`config.mk`:
```
export PLATFORM = sky130hd
export DESIGN_NAME = plb_serial_mul
export DESIGN_NICKNAME = d
export VERILOG_FILES = /design/src/hdl/point_light_binder_core_defines.svh /design/src/hdl/plb_serial_mul.sv
export SDC_FILE = /design/constraint.sdc
export NUM_CORES = 1
export LEC_CHECK = 0
export ABC_AREA = 1
export BUFFER_PORTS_ARGS = -buffer_cell sky130_fd_sc_hd__buf_4
export CAP_MARGIN = 10
export CORE_UTILIZATION = 40
export CTS_BUF_LIST = sky130_fd_sc_hd__clkbuf_8
export DETAILED_ROUTE_END_ITERATION = 16
export GPL_TIMING_DRIVEN = 0
export PLACE_DENSITY = 0.62
export SETUP_SLACK_MARGIN = 0.1
export SYNTH_ARGS = -nofsm -noshare
export SYNTH_HDL_FRONTEND = slang
export SYNTH_SLANG_ARGS = --single-unit
export TNS_END_PERCENT = 100
```
`constraint.sdc`:
```
create_clock -name clk_i -period 2.6 [get_ports clk_i]
set_input_delay 0.13 -clock clk_i [delete_from_list [all_inputs] [get_ports clk_i]]
set_output_delay 0.13 -clock clk_i [all_outputs]
set_load 0.05 [all_outputs]
```
`src/hdl/point_light_binder_core_defines.svh`:
```
// Assertion macros shared by the light binder RTL.
`ifndef POINT_LIGHT_BINDER_CORE_DEFINES_SVH
`define POINT_LIGHT_BINDER_CORE_DEFINES_SVH
// Implication checked on every clock edge outside reset.
`define PLB_ASSERT_IMP(label, clk, rst_n, cond, prop, msg) \
  label: assert property (@(posedge clk) disable iff (!rst_n) (cond) |-> (prop)) \
    else $error(msg);
// Next-cycle implication checked outside reset.
`define PLB_ASSERT_NEXT(label, clk, rst_n, cond, prop, msg) \
  label: assert property (@(posedge clk) disable iff (!rst_n) (cond) |=> (prop)) \
    else $error(msg);
`endif

```
`src/hdl/plb_serial_mul.sv`:
```
// Shift-add multiplier, one multiplier bit per cycle.
module plb_serial_mul #(
  parameter int unsigned AW = 8,
  parameter int unsigned BW = 8
) (
  input  logic                 clk_i,
  input  logic                 rst_ni,
  input  logic                 start_i,
  input  logic [AW-1:0]        a_i,
  input  logic [BW-1:0]        b_i,
  output logic                 done_o,
  output logic [AW+BW-1:0]     p_o
);
  localparam int unsigned CW = $clog2(BW + 1);
  logic [AW+BW-1:0] acc_q, acc_d, a_q, a_d;
  logic [BW-1:0]    b_q, b_d;
  logic [CW-1:0]    cnt_q, cnt_d;
  logic             busy_q, busy_d;

  always_comb begin
    acc_d = acc_q; a_d = a_q; b_d = b_q; cnt_d = cnt_q; busy_d = busy_q;
    if (start_i) begin
      acc_d = '0; a_d = (AW+BW)'(a_i); b_d = b_i; cnt_d = CW'(BW); busy_d = 1'b1;
    end else if (busy_q) begin
      if (b_q[0]) acc_d = acc_q + a_q;
      a_d = a_q << 1;
      b_d = b_q >> 1;
      cnt_d = cnt_q - 1'b1;
      if (cnt_q == CW'(1)) busy_d = 1'b0;
    end
  end

  always_ff @(posedge clk_i or negedge rst_ni) begin
    if (!rst_ni) begin
      busy_q <= 1'b0; cnt_q <= '0;
    end else begin
      busy_q <= busy_d; cnt_q <= cnt_d;
    end
  end
  always_ff @(posedge clk_i) begin
    acc_q <= acc_d; a_q <= a_d; b_q <= b_d;
  end

  // High in the cycle of the last step; the product is ready after this edge.
  assign done_o = busy_q && (cnt_q == CW'(1));
  assign p_o    = acc_q;
endmodule

```
* After elaboration in Yosys (flattened, before gate mapping)
Cells that the tools add are included.
Storage, ports and cells: bits in registers 45, latch bits 0, memory bits (writable) 0, ROM bits 0, bits of input ports 19, output and inout bits 17, logic and storage cells 21, memories kept 0
Cells by class: add/subtract/negate cells 2, multipliers 0, divide/modulo/power cells 0, magnitude comparators 0, eq/ne operators 1, shift-type cells 0, multiplexer cells 9, bitwise logic cells 0, reduce and logical (&&, ||, !) cells 3
Operators by type and width (count):
- $mux 8 | 4
- $add 16x16->16 | 1
- $mux 4 | 2
- $eq 4x1->1 const B | 1
- $sub 4x1->4 const B | 1
- $mux 1 | 3
- $reduce_and 2->1 | 1
- $reduce_bool 2->1 | 1
- $logic_and 1x1->1 | 1

* Longest topological paths before layout
Gate-level depths: netlist (run 1).
depth in word-level cells 4, depth in mapped cells 12

* Least setup slack after synthesis (run 1)
OpenSTA, ideal clock, no wires.
path kind reg-to-reg, start point reg acc_q[0], in the netlist p_o[0], end point reg acc_q[10], in the netlist p_o[10], library setup time 0.109 ns, arrival time 1.766 ns, data required time 2.491 ns, setup slack 0.725 ns, stages on the path, launching flop included 13, path buffers 0, clock period less this slack 1.875 ns, path through dfxtp_1 -> ha_1 -> fa_1 -> nand2_1 -> nand3_1 -> nand3_1 -> nand2_1 -> nand2_1 -> nand2_1 -> nand2_1 -> nand3_1 -> nand2_1 -> inv_1
On the way: cells in the longest elaborated chain, start to end 1
Ends and longest elaborated chain:
- start: declaration | line plb_serial_mul.sv:15 | logic [AW+BW-1:0] acc_q, acc_d, a_q, a_d;
- start signal: assignment | line plb_serial_mul.sv:41 | acc_q <= acc_d; a_q <= a_d; b_q <= b_d;
- $add 16x16->16 | line plb_serial_mul.sv:25 | if (b_q[0]) acc_d = acc_q + a_q;
Every way passes these cells. A chain may end at the register's enable or synchronous reset.

* Final worst setup path (run 1)
start point reg a_q[0], end point reg acc_q[10], in the netlist p_o[10]
On the way: cells in the longest elaborated chain, start to end 1
Ends and longest elaborated chain (line):
- start: declaration | plb_serial_mul.sv:15
- start signal: assignment | plb_serial_mul.sv:41
- $add 16x16->16 | plb_serial_mul.sv:25
Every way passes these cells.

==> impl_metrics.toml, run 1 <==
[clock_tree]
cts.clk_slew.worst_paths_ns = 0.10
cts_post_setup_buffers_inserted = 0
clk_latency_ns = 0.30
root_buffer = "clkbuf_8"
cts_tree = "done"
ctsResizeCount = 0
postCtsHoldBufs = 1
numCtsBuffers = 5
htree_levels = 2
clock_sinks = 45
clockBufferDepth = 2

[setup_path]
critPathMaxFanout = 3
cpLargestDelayFamily = "simple AND/OR/NAND/NOR gates"
r2r_cells = 12
cp.buffers_inverters = 1
reg2reg_slack_ns = 0.70
critical_path.most_common_cell = "nand2_1"
timing.rr.end = "p_o[10]$_SDFFE_PP0P_"
critical_path.endpoint = "p_o[10]$_SDFFE_PP0P_"
slowest_stage = "fa_1"
start_kind = "flop"
worst_setup_path_end_kind = "flop"
path_depth = 12
worstPathRequired_ns = 2.82
worstSetupStartpoint = "a_q[0]$_SDFFCE_PN0P_"
worst-setup-path-type = "reg -> reg"
arrival_ns = 2.12
r2r-start = "a_q[0]$_SDFFCE_PN0P_"
slowest_delay_ns = 0.42
worstPathCellList = "ha_1 -> fa_1 -> nand2_1 -> nand3_1 -> nand3_1 -> nand2_1 -> nand2_1 -> nand2_1 -> nand2_1 -> nand3_1 -> nand2_1 -> inv_1"

[finish]
final_nets = 462
final_layout_size_suffix_gt1_share_pct = 17.4
final_cell_area_um2 = 3170
area_growth_syn_to_layout_pct = 16.5
n_antenna_cell = 0

[detailed_routing]
vias_per_cell = 4.72
initialDrtViolationCount = 103
drc = 4
first_pass_iters = 10
route.antenna.remaining_nets = 0
wl_per_cell_um = 11.8
via_count = 2374
routed_wl_mm = 5.95

[global_routing]
globalRouteOverflowTotal = 0
grt_pass1_wl_mm = 10.5
grt_start_max_net_pins = 25
grt_pass1_vias = 2304
grt_usage_pct = 18.4
antenna_found_initial = 0

[floorplanning]
coreArea_um2 = 6460
start_util_pct = 42.1
die_h_um = 84.5
io_pins = 36
die_w_um = 84.5
placementRows = 29
dieArea_um2 = 7140

[flow_run]
maxCapViolCount = 0

[yosys]
synth_top_area_share_pct = 17.7
synth_commonest_cells = "125 x nand2_1, 58 x inv_1, 36 x nor2_1"
postSynth.asyncResetShare_pct = 11.1
yosysSeqAreaShare_pct = 39.9
yosysWarnings = 0
synth_area_leader_cell = "dfxtp_1"
synth-edff-count = 16
syn_nets = 420
synth_cell_types = 32
syn_area_um2 = 2720
avgSynthCellArea_um2 = 7.11
synthCells = 383
synth.most_common_cell = "nand2_1"
netlist_top_cells_area = "dfxtp_1 18%, edfxtp_1 18%, nand2_1 17%"
yosys_most_used_dff = "dfxtp_1"
synth_seq_cells = 45

[pwr]
p_clk_share_pct = 21.6
p_per_area_nw_per_um2 = 654
power.leakage_uw = 0.00169
switchingPower_uw = 808
p_comb_share_pct = 35.7
ir_worst_vdd_uv = 315
switching_share_pct = 39.0
p_int_uw = 1270
pwr-share-seq_pct = 42.7

[sta]
setup_viol = 0
fin_skew_ns = 0.0127
setup-tns-final_ns = 0
rsz0062_at_grt = "false"
maxSlewHeadroom_pct = 69.0
min_period_ns = 1.90
max_freq_mhz = 525
tightest_slew_ns = 0.464
whs_ns = 0.0820
timing.final.hold_violations = 0
finalCritPeriodShare_pct = 73.2
slew_viol_final = 0

[worst_hold_path]
hold_class = "in -> reg"

[placement]
placedInstanceArea_um2 = 3070
gp_congestion = 0.833
portBuffers = 34
hpwl_mm = 4.59

[outcome]
violations = "DRC"
status = "finished, violations left"
## stage by stage
step	utilization [%]	std cells	power [µW]	worst slack [ns]
after floorplan	-	383	1450	0.725
after global placement	47.6	494	1630	0.737
after detailed placement	47.6	494	1640	0.707
after CTS	49.1	503	2090	0.700
after global routing	49.1	503	2210	0.467
final	49.1	503	2070	0.697
## worst reg2reg max path: cells and delay by family, from the launching register on
| family | cells | cell delay, ns |
|---|---|---|
| simple gates | 9 | 0.74 |
| flops | 1 | 0.41 |
| buf+inv | 1 | 0.03 |
| fa+ha+maj | 2 | 0.65 |
## how the worst min path moves through the flow
stage,from,endpoint,cells past startpoint
after floorplan,rst_ni,busy_q$_DFF_PN0_,0
after global placement,rst_ni,cnt_q[0]$_DFFE_PN0P_,1
after detailed placement,rst_ni,cnt_q[0]$_DFFE_PN0P_,1
after CTS,a_i[0],a_q[0]$_SDFFCE_PN0P_,3
after global routing,b_i[7],b_q[7]$_SDFFCE_PN0P_,3
final,a_i[0],a_q[0]$_SDFFCE_PN0P_,3
## area by class of cell
class / instances / area [µm²]
buffer: 8 / 38.8
fill: 696 / 3290
clock buffer: 5 / 68.8
tap: 77 / 96.3
multi-input combinational: 260 / 1330
sequential: 45 / 1090
clock inverter: 3 / 18.8
timing repair buffer: 35 / 265
inverter: 70 / 263
## sequential cells by signal, summed over array words and instances, names as in the netlist
signal	flops
b_q	8
a_q	16
p_o	16
cnt_q	4
busy_q	1
## cell usage in the layout (no fill, tap or decap)
cell type,instances
xnor2_1,3
nand3_1,22
o21ai_1,1
nand3_2,2
a21oi_1,9
buf_1,1
fa_1,1
o211ai_1,2
inv_1,59
dlygate4sd3_1,1
clkinv_1,3
clkbuf_8,5
nand4_1,1
or2_4,1
dfrtp_1,5
nor2_1,36
nor2_2,1
a21oi_2,3
a21o_1,1
or2_1,1
inv_2,9
ha_1,17
buf_4,35
nand2_1,125
clkinvlp_4,2
nand2_2,9
buf_2,4
xor2_1,2
edfxtp_1,16
o21ai_0,12
o22ai_1,7
nor3_2,3
nor4_1,1
clkbuf_1,2
dfxtp_1,24
## power by group through the flow
stage                     logic (µW)  registers [µW]  clock network, µW
after global routing             828             898                485
after floorplan                  425            1020                  0
final                            740             886                447
after global placement           728             902                  0
after detailed placement         738             903                  0
after CTS                        743             887                457
## kinds of logic after synthesis
kind of cell               count (synthesis)  share of synthesized area, %
AOI/OAI and AO/OA                         35                          7.45
xor gates and xnor gates                   5                          1.61
adders and majority gates                 18                          8.55
buffers and inverters                     78                          11.1
DFF                                       45                          39.9
and+or+nand+nor                          202                          31.4
## per-layer routing
layer	wire length, µm	part of all wire, %	global-route usage [%]	vias up
li1	-	-	-	1275
met1	3020	51	25.7	1054
met2	2680	45	29.3	37
met3	154	2.6	3.05	8
met4	92	1.5	6.01	0
met5	0	0	0	-
(Power assumes the default switching activity.)
==> run 2: changes to the inputs <==
PLACE_DENSITY = 0.64   (was 0.62)
clock period = 1.55 ns   (was 2.6 ns; I/O delays follow)
==> run 2 against run 1 <==
  * Power rose by 99%
  * Final cell count rose by 2.8%
  * Largest cell class unchanged
  * The run ends with DRC, setup timing left
  * Register-to-register slack got worse by 0.93 ns
==> impl_metrics.toml, run 2 (same netlist as run 1, synthesis figures left out) <==
[outcome]
status = "finished, violations left"
violations = "DRC, setup timing"

[setup_path]
r2r_cells = 12
slowest_stage = "edfxtp_1"
reg2reg_slack_ns = -0.23
r2r-start = "a_q[0]$_SDFFCE_PN0P_"
cp.buffers_inverters = 1
worstPathCellList = "ha_4 -> fa_2 -> nand2_4 -> nand3_4 -> nand3_4 -> nand2_4 -> nand2_1 -> nand2_1 -> nand2_1 -> nand3_1 -> nand2_1 -> inv_1"
critPathMaxFanout = 3
critical_path.most_common_cell = "nand2_1"
start_kind = "flop"
worst_setup_path_end_kind = "flop"
worst-setup-path-type = "reg -> reg"
timing.rr.end = "p_o[10]$_SDFFE_PP0P_"
arrival_ns = 1.99
worstPathRequired_ns = 1.76
cpLargestDelayFamily = "simple AND/OR/NAND/NOR gates"
slowest_delay_ns = 0.45

[detailed_routing]
vias_per_cell = 4.80
wl_met3_um = 222
via_count = 2484
wl_met2_mm = 3.08
routed_wl_mm = 6.63
drc = 2
first_pass_iters = 10
initialDrtViolationCount = 105
wl_met1_mm = 3.25
route.antenna.remaining_nets = 0
wl_per_cell_um = 12.8
top_layer = "met4"

[worst_hold_path]
hold_class = "in -> reg"
holdPathStages = 3
hold_end = "b_q[7]$_SDFFCE_PN0P_"
min_from = "b_i[7]"

[floorplanning]
placementRows = 29
die_w_um = 84.5
start_util_pct = 42.1
die_h_um = 84.5
coreArea_um2 = 6460
dieArea_um2 = 7140
io_pins = 36

[finish]
final_nets = 476
area_growth_syn_to_layout_pct = 38.6
final_layout_size_suffix_gt1_share_pct = 35.0
final_cell_mix = "108 x nand2_1, 57 x inv_1, 44 x buf_4"
final_cell_area_um2 = 3770
final_common_cell = "nand2_1"
n_antenna_cell = 0

[global_routing]
grt_pass1_wl_mm = 11.0
grt_pass1_vias = 2421
globalRouteOverflowTotal = 0
grt_usage_pct = 19.5
grt_start_max_net_pins = 25
antenna_found_initial = 0

[placement]
placedInstanceArea_um2 = 3280
dp_slack_ns = -0.268
gp_congestion = 0.810
hpwl_mm = 4.75
portBuffers = 34

[sta]
rsz0062_at_grt = "true"
tightest_slew_ns = 0.455
max_freq_mhz = 562
timing.final.hold_violations = 0
maxSlewHeadroom_pct = 69.7
slew_viol_final = 0
finalCritPeriodShare_pct = 115
setup_ws_ns = -0.229
min_period_ns = 1.78
setup_viol = 13
fin_skew_ns = 0.0124

[pwr]
finalPower_uw = 4130
p_per_area_nw_per_um2 = 1090
power.leakage_uw = 0.00188
ir_worst_vdd_uv = 585

[clock_tree]
cts_tree = "done"
clock_sinks = 45
numCtsBuffers = 5
cts.clk_slew.worst_paths_ns = 0.10
root_buffer = "clkbuf_8"
clk_latency_ns = 0.30
htree_levels = 2
clockBufferDepth = 2

[flow_run]
maxCapViolCount = 0
[run 2: tightest hold or removal path: stages]
cell	delay [ns]
buf_4	0.07
nand2_1	0.04
inv_1	0.04
[run 2: worst max-delay path by stage]
stage | from | end | slack (ns) | depth (start not counted)
floorplan | a_q[0]$_SDFFCE_PN0P_ | p_o[10]$_SDFFE_PP0P_ | -0.07 | 12
finish | a_q[0]$_SDFFCE_PN0P_ | p_o[10]$_SDFFE_PP0P_ | -0.23 | 12
global route | a_q[0]$_SDFFCE_PN0P_ | p_o[8]$_SDFFE_PP0P_ | -0.33 | 10
CTS | a_q[0]$_SDFFCE_PN0P_ | p_o[10]$_SDFFE_PP0P_ | -0.20 | 12
global placement | a_q[0]$_SDFFCE_PN0P_ | p_o[10]$_SDFFE_PP0P_ | -0.24 | 12
detailed placement | a_q[0]$_SDFFCE_PN0P_ | p_o[10]$_SDFFE_PP0P_ | -0.27 | 12
[run 2: area by class of cell]
cell class / count / area [µm²]
Inverter: 70 / 268
Timing Repair Buffer: 49 / 389
Buffer: 8 / 38.8
Clock inverter: 2 / 36.3
Clock buffer: 6 / 82.6
Multi-Input combinational cell: 260 / 1720
Tap cell: 77 / 96.3
Fill cell: 586 / 2690
Sequential cell: 45 / 1140
[run 2: repair_timing]
action	CTS	global route
buffers inserted	7	8
hold buffers	1	0
gates resized for setup	29	33
pin swaps	6	14
hold endpoints to repair	5	0
setup endpoints to repair	13	16
[run 2: per-layer routing]
metal | vias to the layer above | GRT usage, %
li1 | 1304 | -
met1 | 1135 | 26.4
met2 | 39 | 31.8
met3 | 6 | 3.24
met4 | 0 | 6.32
met5 | - | 0
[run 2: metrics by stage]
stage,instances,TNS (ns),hold WS (ns),util (%)
6_report,517,-1.51,0.0353,58.4
2_1_floorplan,383,-0.162,-0.218,-
5_1_grt,517,-2.60,0.0332,58.4
3_5_place_dp,494,-1.46,-0.118,50.8
3_3_place_gp,494,-1.23,-0.118,50.8
4_1_cts,510,-1.08,0.0285,55.7
[run 2: where the power goes]
group          internal [µW]  switching, µW  leakage [µW]
registers               1400            149      0.000442
logic                    651            964       0.00138
clock network            526            431     0.0000617
total                   2580           1540       0.00188
