File: config.mk
export PLATFORM = sky130hd
export DESIGN_NAME = plb_serial_div
export DESIGN_NICKNAME = d
export VERILOG_FILES = /design/src/hdl/point_light_binder_core_defines.svh /design/src/hdl/plb_serial_div.sv
export SDC_FILE = /design/constraint.sdc
export NUM_CORES = 1
export LEC_CHECK = 0
export BUFFER_PORTS_ARGS = -buffer_cell sky130_fd_sc_hd__clkbuf_2
export CORE_MARGIN = 3
export CORE_UTILIZATION = 30
export DETAILED_ROUTE_END_ITERATION = 16
export GPL_TIMING_DRIVEN = 0
export PLACE_DENSITY_LB_ADDON = 0.3
export SYNTH_ARGS = -nofsm -noshare
export SYNTH_HDL_FRONTEND = slang
export SYNTH_SLANG_ARGS = --single-unit
File: constraint.sdc
create_clock -name clk_i -period 6.45 [get_ports clk_i]
set_input_delay 0.3225 -clock clk_i [delete_from_list [all_inputs] [get_ports clk_i]]
set_output_delay 0.3225 -clock clk_i [all_outputs]
set_load 0.02 [all_outputs]
File: src/hdl/point_light_binder_core_defines.svh
// Assertion macros shared by the light binder RTL.
`ifndef POINT_LIGHT_BINDER_CORE_DEFINES_SVH
`define POINT_LIGHT_BINDER_CORE_DEFINES_SVH
// Implication checked on every clock edge outside reset.
`define PLB_ASSERT_IMP(label, clk, rst_n, cond, prop, msg) \
  label: assert property (@(posedge clk) disable iff (!rst_n) (cond) |-> (prop)) \
    else $error(msg);
// Next-cycle implication checked outside reset.
`define PLB_ASSERT_NEXT(label, clk, rst_n, cond, prop, msg) \
  label: assert property (@(posedge clk) disable iff (!rst_n) (cond) |=> (prop)) \
    else $error(msg);
`endif

File: src/hdl/plb_serial_div.sv
// Restoring divider and square root, one quotient or root bit per cycle.
module plb_serial_div #(
  parameter int unsigned NW = 32,
  parameter int unsigned DW = 32
) (
  input  logic          clk_i,
  input  logic          rst_ni,
  input  logic          start_i,
  input  logic          sqrt_i,
  input  logic [NW-1:0] num_i,
  input  logic [DW-1:0] den_i,
  output logic          busy_o,
  output logic [NW-1:0] q_o
);
  localparam int unsigned CW = $clog2(NW + 1);
  localparam int unsigned RW = NW + 2;
  logic [NW-1:0] n_q, n_d, q_q, q_d;
  logic [RW-1:0] r_q, r_d, t;
  logic [DW-1:0] den_q, den_d;
  logic [CW-1:0] cnt_q, cnt_d;
  logic          sq_q, sq_d, busy_q, busy_d;
  logic [RW-1:0] rem_sh;

  always_comb begin
    n_d = n_q; q_d = q_q; r_d = r_q; den_d = den_q; cnt_d = cnt_q;
    sq_d = sq_q; busy_d = busy_q; t = '0; rem_sh = '0;
    if (start_i) begin
      n_d = num_i; q_d = '0; r_d = '0; den_d = den_i; sq_d = sqrt_i;
      cnt_d = sqrt_i ? CW'(NW / 2) : CW'(NW); busy_d = 1'b1;
    end else if (busy_q) begin
      if (sq_q) begin
        rem_sh = {r_q[RW-3:0], n_q[NW-1:NW-2]};
        t = RW'({q_q[NW-3:0], 2'b01});
        n_d = n_q << 2;
      end else begin
        rem_sh = {r_q[RW-2:0], n_q[NW-1]};
        t = RW'(den_q);
        n_d = n_q << 1;
      end
      if (rem_sh >= t) begin
        r_d = rem_sh - t; q_d = {q_q[NW-2:0], 1'b1};
      end else begin
        r_d = rem_sh; q_d = {q_q[NW-2:0], 1'b0};
      end
      cnt_d = cnt_q - 1'b1;
      if (cnt_q == CW'(1)) busy_d = 1'b0;
    end
  end

  always_ff @(posedge clk_i or negedge rst_ni) begin
    if (!rst_ni) begin
      busy_q <= 1'b0; cnt_q <= '0;
    end else begin
      busy_q <= busy_d; cnt_q <= cnt_d;
    end
  end
  always_ff @(posedge clk_i) begin
    n_q <= n_d; q_q <= q_d; r_q <= r_d; den_q <= den_d; sq_q <= sq_d;
  end

  assign busy_o = busy_q;
  assign q_o    = q_q;
endmodule

* Yosys cells after proc, flatten, opt, wreduce, memory -nomap -nowiden *
Index checks and enable logic that the tools add are counted.

storage, ports and cells
  output and inout bits = 33
  logic and storage cells = 29
  bits in registers = 137

operators by class
  eq/ne operators = 1
  order comparisons = 1
  reductions and logical operators = 1
  add/subtract/negate cells = 2
  multiplexer cells = 17

operators with widths
  operator                                                               number
  34-bit 2-to-1 mux                                                      5
  32-bit 2-to-1 mux                                                      4
  34-bit greater-or-equal comparator                                     1
  33-bit 2-to-1 mux                                                      1
  33-bit subtractor                                                      1
  6-bit 2-to-1 mux                                                       3
  6-bit by 1-bit equality test with 1-bit output, second input constant  1
  6-bit by 1-bit subtractor with 6-bit output, second input constant     1
  1-bit 2-to-1 mux                                                       4
  2-bit nonzero test                                                     1

* Longest topological paths before layout *
Gate-level depths: netlist of run 1.

  depth after elaboration = 5
  depth in mapped cells = 16
  depth with buffers taken out = 11

* Worst setup path after synthesis of run 1 *
OpenSTA, ideal clock, no wires.

  path type = register to register
  from = register sq_q
  to = register r_q[25]
  setup slack = 2.844 ns
  stages on the path, launching flop included = 17
  arrival time = 3.519 ns
  required time = 6.363 ns
  cell sequence = edfxtp_1 > clkbuf_1 > clkbuf_1 > buf_1 > mux2i_1 > ha_1 > clkbuf_1 > nand3_1 > or4_1 > nor3_2 > nor3_1 > o21ai_2 > and2_4 > buf_12 > buf_6 > nand2_2 > o31ai_1

between the ends
  longest elaborated chain between the ends = 5

RTL lines
  what                                                                     RTL line                                    RTL
  start: declaration                                                       plb_serial_div.sv:21                        logic sq_q, sq_d, busy_q, busy_d;
  start signal: assignment                                                 plb_serial_div.sv:58                        n_q <= n_d; q_q <= q_d; r_q <= r_d; den_q <= den_d; sq_q <= sq_d;
  34-bit 2-to-1 mux or 32-bit 2-to-1 mux (tied branches)                   plb_serial_div.sv:31                        if (sq_q) begin
  34-bit 2-to-1 mux                                                        plb_serial_div.sv:30                        end else if (busy_q) begin
  34-bit 2-to-1 mux                                                        plb_serial_div.sv:27                        if (start_i) begin
  33-bit subtractor or 34-bit greater-or-equal comparator (tied branches)  plb_serial_div.sv:41, plb_serial_div.sv:40
  33-bit 2-to-1 mux (*)                                                    plb_serial_div.sv:40                        if (rem_sh >= t) begin
  end signal: assignment                                                   plb_serial_div.sv:58
  end: declaration                                                         plb_serial_div.sv:18                        logic [RW-1:0] r_q, r_d, t;

Every way passes the cells marked *; elsewhere a longest branch is shown, timed or not. The select of a mux whose other input is x is not followed.
A chain may end at the register's enable or synchronous reset.

* Worst setup path in the final report of run 1 *
  from = register sq_q
  to = register r_q[0]

The elaborated chain is that of the path after synthesis.

==> impl_metrics.toml, run 1 <==
[logic_synthesis]
seq_area_frac_synth_pct = 42.1
async_flop_share_pct = 5.11
synth-adder-area-share_pct = 5.47
synth_top_area_share_pct = 24.0
synth.distinct_cells = 73
yosys-top-cells-area = "edfxtp_1, dfxtp_1, mux2i_1"
yosys.area_share.simple_pct = 12.7
synth_nets = 927
synth_edf_count = 65
yosys_most_used_dff = "edfxtp_1"
synthMuxAreaShare_pct = 18.7
synth_xor_area_share_pct = 3.34
synth_compound_area_share_pct = 14.2
synth_top_family_by_area = "multiplexers"
ys_ff_latch = 137
avgSynthCellArea_sq_um = 9.88
yosysWarningCount = 0
netlist_area_sq_um = 8140
syn_inst = 824
synth_top_area_cell = "edfxtp_1"

[timing]
period_minus_slack_ns = 4.87
slew_violations = 0
clock_skew_ns = 0.0127
tns_ns = 0
finalCritPeriodShare_pct = 75.5
relSlewSlack_pct = 15.5
hold_viol = 0
max_clock_freq_ghz = 0.205
final-setup-viol-count = 0
rsz0062_at_grt = "no"
hold_ws_ns = 0.0661
tightest_slew_ns = 1.27

[grt]
grt_pass1_vias = 6233
grt_max_degree = 36
grt-ovfl-total = 0
grt_pass1_wl_microns = 33600
grt.total_usage_pct = 14.6
grt_antenna_before_repair = 0

[setup_path]
required_ns = 6.78
crit_path_end_kind = "register"
cp_max_fo = 10
critical_path_arrival_ns = 5.20
reg2regPathDepth = 13
r2r_start = "sq_q$_DFFE_PP_"
cp-start-kind = "register"
critPathKind = "register to register"
r2r_end = "r_q[0]$_SDFFE_PP0P_"
r2r_slack_ns = 1.58

[placement]
hpwl_microns = 15900
portBuffers = 100
globalplace.congestion = 0.866

[routing]
vias = 6450
wirelength_microns = 21000
wl_per_cell_microns = 16.3
firstDrtPassIters = 5
routed_via_density = 4.99
drcViolationCount = 0
drt_iter0_drc = 500
antenna_left = 0

[floorplan]
io_pins = 101
num_rows = 59
coreArea_sq_um = 26400
start_util_pct = 30.9
die_h_microns = 171
fp.dieW_microns = 171
die-area_sq_um = 29100

[clocking]
post_cts_resized = 0
clk_pin_slew_ns = 0.07
clockRootBuffer = "clkbuf_16"
cts_max_level = 4
clock_latency_ns = 0.43
cts_tree = "built"
clock_sinks = 137
cts_buffers = 17
cts-hold-fix-buffers = 1
post_cts_buffers = 0
cts_buffer_depth = 2

[finish]
fillers = 2635
drive_above_1_share_pct = 19.1
layout_commonest_cell = "mux2i_1"
insertedDiodeCount = 0
layout_common_cells = "mux2i_1, clkbuf_2, nor2_1"
syn_to_final_growth_pct = 18.6
nNetsFinal = 1047

[hold_path]
min_from = "den_i[20]"
hp-class = "primary input to register"
hold_end = "den_q[20]$_DFFE_PP_"
worstHoldPathCells = 1

[power]
p_leak_nw = 4.24
ir_drop_mv = 0.238
p_per_area_nw_per_um2 = 522

[run_status]
status = "finished, final reports clean"

[run]
maxCapViolCount = 0
[where the power goes]
part	leakage [nW]	internal (mW)	total, mW	switching (mW)
registers	1.29	1.10	1.21	0.112
clock network	0.278	0.546	0.974	0.428
logic	2.68	1.27	2.85	1.58
total	4.24	2.92	5.04	2.12
[per-stage QoR]
stage          utilization (%)  cells  total power [mW]  setup slack (ns)  area, sq um
2_1_floorplan                -    824              3.45              2.84         8140
3_3_place_gp              34.4   1259              4.04              1.64         9060
3_5_place_dp              34.4   1259              4.06              1.59         9060
4_1_cts                   36.6   1292              5.05              1.59         9650
5_1_grt                   36.6   1292              5.43              1.30         9650
6_report                  36.6   1292              5.04              1.58         9650
[synth_stat cells, types with 12 or more instances]
master / n
xnor2_1: 21
a21oi_1: 31
a211oi_1: 25
edfxtp_1: 65
dfxtp_1: 65
o21ai_0: 51
mux2_2: 30
buf_1: 13
nor2_1: 90
clkbuf_1: 30
mux2i_1: 117
nand2_1: 73
ha_1: 34
o21ai_1: 12
[cells by family after synthesis]
logic type	count (synthesis)
AOI/OAI and AO/OA	180
xor gates and xnor gates	31
adders and majority gates	35
buffers and inverters	63
DFF	137
muxes	148
and+or+nand+nor	230
[routing by layer]
metal	vias to the layer above	track usage, %	share of wire (%)
met4	0	4.27	1.3
met1	3038	21.4	52
met3	18	2.54	4.4
met5	-	0	0
met2	137	21.9	43
li1	3257	-	-
[state kept, by name, summed over array words and instances (netlist names)]
signal,cells
n_q,32
cnt_q,6
busy_o,1
r_q,33
sq_q,1
q_o,32
den_q,32
[critical path: stages, from the launching register on]
cell,delay (ns)
edfxtp_1,0.32
clkbuf_1,0.30
clkbuf_1,0.52
buf_1,0.92
mux2i_1,0.24
ha_1,0.29
a2111oi_0,0.54
o211ai_1,0.26
nor3_1,0.39
o21ai_2,0.11
nand2_1,0.13
clkbuf_1,0.42
nand2_1,0.11
a31o_1,0.23
[layout make-up]
| type | instances | area (sq um) | share of cell area, % |
|---|---|---|---|
| buffer | 53 | 248 | 2.57 |
| clock buffer | 17 | 425 | 4.41 |
| clock inverter | 15 | 156 | 1.62 |
| inverter | 10 | 37.5 | 0.389 |
| multi-input combinational | 624 | 4430 | 45.9 |
| sequential | 137 | 3430 | 35.5 |
| tap | 335 | 419 | 4.34 |
| timing repair buffer | 101 | 510 | 5.29 |
[worst max path at each step]
stage,startpoint,endpoint,slack (ns)
global route,sq_q$_DFFE_PP_,r_q[22]$_SDFFE_PP0P_,1.30
detailed placement,sq_q$_DFFE_PP_,r_q[0]$_SDFFE_PP0P_,1.59
CTS,sq_q$_DFFE_PP_,r_q[0]$_SDFFE_PP0P_,1.59
finish,sq_q$_DFFE_PP_,r_q[0]$_SDFFE_PP0P_,1.58
floorplan,sq_q$_DFFE_PP_,r_q[25]$_SDFFE_PP0P_,2.84
global placement,sq_q$_DFFE_PP_,r_q[1]$_SDFFE_PP0P_,1.64
(Power assumes the default switching activity.)
==> inputs of run 2 (changes only) <==
==> constraint.sdc (replaced) <==
create_clock -name clk_i -period 4.6 [get_ports clk_i]
set_input_delay 0.23 -clock clk_i [delete_from_list [all_inputs] [get_ports clk_i]]
set_output_delay 0.23 -clock clk_i [all_outputs]
set_load 0.02 [all_outputs]
==> impl_metrics.toml, run 2 (same netlist as run 1, synthesis figures left out) <==
[floorplan]
io_pins = 101
fp.dieW_microns = 171
die-area_sq_um = 29100
coreArea_sq_um = 26400
die_h_microns = 171
start_util_pct = 30.9
num_rows = 59

[finish]
nNetsFinal = 1078
layout_commonest_cell = "mux2i_1"
post-route-cell-area_sq_um = 9990
largest_reg_flops = 33
layout_common_cells = "mux2i_1, clkbuf_2, nor2_1"
drive_above_1_share_pct = 19.1
top_register = "r_q"
insertedDiodeCount = 0
syn_to_final_growth_pct = 22.7

[timing]
slew_violations = 0
final-setup-viol-count = 0
period_minus_slack_ns = 4.28
tightest_slew_ns = 1.27
finalCritPeriodShare_pct = 93.1
max_clock_freq_ghz = 0.233
hold_viol = 0
clock_skew_ns = 0.0135
relSlewSlack_pct = 15.1
rsz0062_at_grt = "no"

[placement]
hpwl_microns = 15900
portBuffers = 100
globalplace.congestion = 0.866
postPlaceCellArea_sq_um = 9060

[clocking]
clock_latency_ns = 0.43
cts_max_level = 4
clockRootBuffer = "clkbuf_16"
clock_sinks = 137
post_cts_buffers = 0
cts_buffer_depth = 2
cts_buffers = 17
clk_pin_slew_ns = 0.07
cts_tree = "built"

[setup_path]
r2r_slack_ns = 0.32
required_ns = 4.92
cp-start-kind = "register"
critical_path_arrival_ns = 4.61
reg2regPathDepth = 14
cp_max_fo = 10
r2r_start = "sq_q$_DFFE_PP_"
crit_path_end_kind = "register"
critPathKind = "register to register"
r2r_end = "r_q[0]$_SDFFE_PP0P_"

[routing]
drt_iter0_drc = 489
firstDrtPassIters = 5
wl_per_cell_microns = 16.1
vias = 6613
drcViolationCount = 0
antenna_left = 0
wirelength_microns = 21300
routed_via_density = 5.00

[grt]
grt_max_degree = 36
grt-ovfl-total = 0
grt.total_usage_pct = 14.7
grt_pass1_wl_microns = 33900
grt_antenna_before_repair = 0
grt_pass1_vias = 6330

[hold_path]
min_from = "den_i[1]"
hold_end = "den_q[1]$_DFFE_PP_"
hp-class = "primary input to register"
worstHoldPathCells = 1

[run_status]
status = "finished, final reports clean"

[power]
p_per_area_nw_per_um2 = 712
ir_drop_mv = 0.333
p_leak_nw = 4.39
p_total_mw = 7.11

[run]
maxCapViolCount = 0
run 2: how the worst max path moves through the flow:
| stage | from | endpoint | slack (ns) | depth (start not counted) |
|---|---|---|---|---|
| 2_1_floorplan | sq_q$_DFFE_PP_ | r_q[25]$_SDFFE_PP0P_ | 0.99 | 16 |
| 3_3_place_gp | sq_q$_DFFE_PP_ | r_q[1]$_SDFFE_PP0P_ | -0.21 | 13 |
| 3_5_place_dp | sq_q$_DFFE_PP_ | r_q[0]$_SDFFE_PP0P_ | -0.26 | 13 |
| 4_1_cts | sq_q$_DFFE_PP_ | r_q[31]$_SDFFE_PP0P_ | 0.19 | 13 |
| 5_1_grt | sq_q$_DFFE_PP_ | r_q[22]$_SDFFE_PP0P_ | 0.02 | 14 |
| 6_report | sq_q$_DFFE_PP_ | r_q[0]$_SDFFE_PP0P_ | 0.32 | 14 |
run 2: per-layer routing:
metal  track usage (%)  vias up  share of wire (%)
li1                  -     3320                  -
met1              21.5     3153                 53
met2              22.2      120                 43
met3              2.52       20                3.3
met4              4.27        0                1.3
met5                 0        -                  0
run 2: report_power, final:
part / switching [mW] / total (mW) / internal (mW)
Sequential: 0.159 / 1.70 / 1.55
Clock: 0.597 / 1.36 / 0.766
Combinational: 2.23 / 4.04 / 1.81
run 2: critical path: stages (launching register included):
cell and delay (ns):
edfxtp_1 0.32, clkbuf_1 0.30, clkbuf_2 0.35, clkdlybuf4s18_2 0.58, mux2i_1 0.26, ha_1 0.31, a21oi_1 0.31, o21a_1 0.20
o211ai_1 0.16, nor3_1 0.39, o21ai_2 0.11, nand2_1 0.13, clkbuf_1 0.42, nand2_1 0.11, a31o_1 0.23
run 2: area by class of cell:
type,count,area (sq um)
repair buffers,132,821
clock buffers,17,425
multi-input cells,624,4440
inverters,10,37.5
fillers,2621,16400
flip-flops and latches,137,3430
clock inverters,15,156
well taps,335,419
plain buffers,53,264
run 2: repair_timing:
action                     4_1_cts  5_1_grt
cloned                           0        0
setup endpoints to repair       34       12
hold endpoints to repair        38        0
hold buffers                    32        0
resized for setup                5        5
run 2: stage by stage:
step | setup slack [ns] | util (%) | hold WS, ns | cells | TNS, ns
floorplan | 0.994 | - | -0.0656 | 824 | 0
global placement | -0.207 | 34.4 | 0.0784 | 1259 | -3.16
detailed placement | -0.256 | 34.4 | 0.0773 | 1259 | -4.50
CTS | 0.186 | 37.9 | 0.00511 | 1323 | 0
global route | 0.0161 | 37.9 | 0.00163 | 1323 | 0
finish | 0.317 | 37.9 | 0.00373 | 1323 | 0
==> inputs of run 3 (changes only) <==
--- a/config.mk
+++ b/config.mk
@@ -8,8 +8,10 @@
 export BUFFER_PORTS_ARGS = -buffer_cell sky130_fd_sc_hd__clkbuf_2
 export CORE_MARGIN = 3
 export CORE_UTILIZATION = 30
+export CTS_CLUSTER_SIZE = 10
 export DETAILED_ROUTE_END_ITERATION = 16
 export GPL_TIMING_DRIVEN = 0
+export HOLD_SLACK_MARGIN = 0.05
 export PLACE_DENSITY_LB_ADDON = 0.3
 export SYNTH_ARGS = -nofsm -noshare
 export SYNTH_HDL_FRONTEND = slang
==> constraint.sdc (replaced) <==
create_clock -name clk_i -period 4.4 [get_ports clk_i]
set_input_delay 0.22 -clock clk_i [delete_from_list [all_inputs] [get_ports clk_i]]
set_output_delay 0.22 -clock clk_i [all_outputs]
set_load 0.02 [all_outputs]
==> impl_metrics.toml, run 3 (same netlist as run 1, synthesis figures left out) <==
[timing]
clock_skew_ns = 0.0124
rsz0062_at_grt = "no"
slew_violations = 0
max_clock_freq_ghz = 0.241
hold_viol = 0
relSlewSlack_pct = 15.8
tightest_slew_ns = 1.26
tns_ns = 0
finalCritPeriodShare_pct = 94.4
hold_ws_ns = 0.0630
period_minus_slack_ns = 4.15
final-setup-viol-count = 0

[power]
p_leak_nw = 4.40
p_per_area_nw_per_um2 = 743
p_total_mw = 7.43
ir_drop_mv = 0.352

[finish]
layout_common_cells = "mux2i_1, clkbuf_2, nor2_1"
fillers = 2625
top_register = "r_q"
nNetsFinal = 1080
layout_commonest_cell = "mux2i_1"
drive_above_1_share_pct = 19.2
largest_reg_flops = 33
insertedDiodeCount = 0
multi_input_area_sq_um = 4440
regArea_sq_um = 3430
syn_to_final_growth_pct = 22.9

[floorplan]
num_rows = 59
io_pins = 101
coreArea_sq_um = 26400
die_h_microns = 171
start_util_pct = 30.9
die-area_sq_um = 29100
fp.dieW_microns = 171

[setup_path]
required_ns = 4.73
crit_path_end_kind = "register"
cp-start-kind = "register"
cp_max_fo = 10
critPathKind = "register to register"
critical_path_arrival_ns = 4.49

[clocking]
clock_latency_ns = 0.43
clock_sinks = 137
cts_buffer_depth = 2
clk_pin_slew_ns = 0.07
cts_buffers = 17
clockRootBuffer = "clkbuf_16"
cts_tree = "built"
cts_max_level = 4
post_cts_buffers = 0

[routing]
routed_via_density = 4.99
drt_iter0_drc = 498
vias = 6614
wl_per_cell_microns = 16.0
wirelength_microns = 21200
firstDrtPassIters = 5
drcViolationCount = 0
antenna_left = 0

[placement]
globalplace.congestion = 0.866
hpwl_microns = 15900
portBuffers = 100

[grt]
grt_pass1_vias = 6335
grt_antenna_before_repair = 0
grt-ovfl-total = 0
grt_pass1_wl_microns = 33900
grt_max_degree = 36
grt.total_usage_pct = 14.7

[run_status]
status = "finished, final reports clean"

[run]
maxCapViolCount = 0

[hold_path]
hp-class = "primary input to register"
==> run 3: worst paths after layout <==
path	start	to	slack [ns]	depth (start not counted)
min	num_i[16]	n_q[16]$_DFFE_PP_	0.06	3
max	sq_q$_DFFE_PP_	r_q[31]$_SDFFE_PP0P_	0.25	12
max reg2reg	sq_q$_DFFE_PP_	r_q[31]$_SDFFE_PP0P_	0.25	12
min reg2reg	r_q[17]$_SDFFE_PP0P_	r_q[17]$_SDFFE_PP0P_	0.50	2
max in group asynchronous	rst_ni	cnt_q[1]$_DFFE_PN0P_	4.05	2
min in group asynchronous	rst_ni	cnt_q[5]$_DFFE_PN0P_	0.18	2
==> run 3: final cells by class <==
cell class | instances | area share (%)
sequential | 137 | 34.3
timing repair buffer | 134 | 8.40
tap | 335 | 4.19
inverter | 10 | 0.375
clock buffer | 17 | 4.25
buffer | 53 | 2.59
clock inverter | 15 | 1.56
multi-input combinational | 624 | 44.4
==> run 3: worst max-delay path: stages (launching register included) <==
cell	delay, ns
edfxtp_1	0.32
clkbuf_1	0.31
clkbuf_1	0.59
mux2_2	0.42
ha_1	0.35
a21o_1	0.22
a211o_1	0.27
o21ai_1	0.37
o31ai_1	0.25
o41ai_2	0.39
mux2i_1	0.23
o21ai_1	0.11
a311oi_1	0.24
==> run 3: repair_timing <==
action                                 CTS  global route
setup endpoints to repair               34            26
endpoints found under the hold margin   40             0
cloned                                   0             0
hold buffers                            34             0
gates resized for setup                  7             8
==> run 3: where the power goes <==
part,internal (mW),total [mW],switching [mW]
Sequential,1.62,1.78,0.165
Combinational,1.89,4.22,2.33
Clock,0.801,1.43,0.625
==> run 3: metal layers <==
layer | share of wire [%] | routed length [microns] | track usage (%) | up-vias
li1 | - | - | - | 3324
met4 | 1.4 | 291 | 4.27 | 0
met3 | 3.8 | 802 | 2.50 | 22
met1 | 52 | 11000 | 21.5 | 3139
met2 | 43 | 9120 | 22.2 | 129
met5 | 0 | 0 | 0 | -
==> run 3: through the flow <==
stage | cells | setup slack (ns) | instance area [sq um] | utilization (%)
CTS | 1325 | 0.0959 | 10000 | 38.0
global route | 1325 | 0.00631 | 10000 | 38.0
global placement | 1259 | -0.407 | 9060 | 34.4
floorplan | 824 | 0.794 | 8140 | -
detailed placement | 1259 | -0.456 | 9060 | 34.4
finish | 1325 | 0.246 | 10000 | 38.0
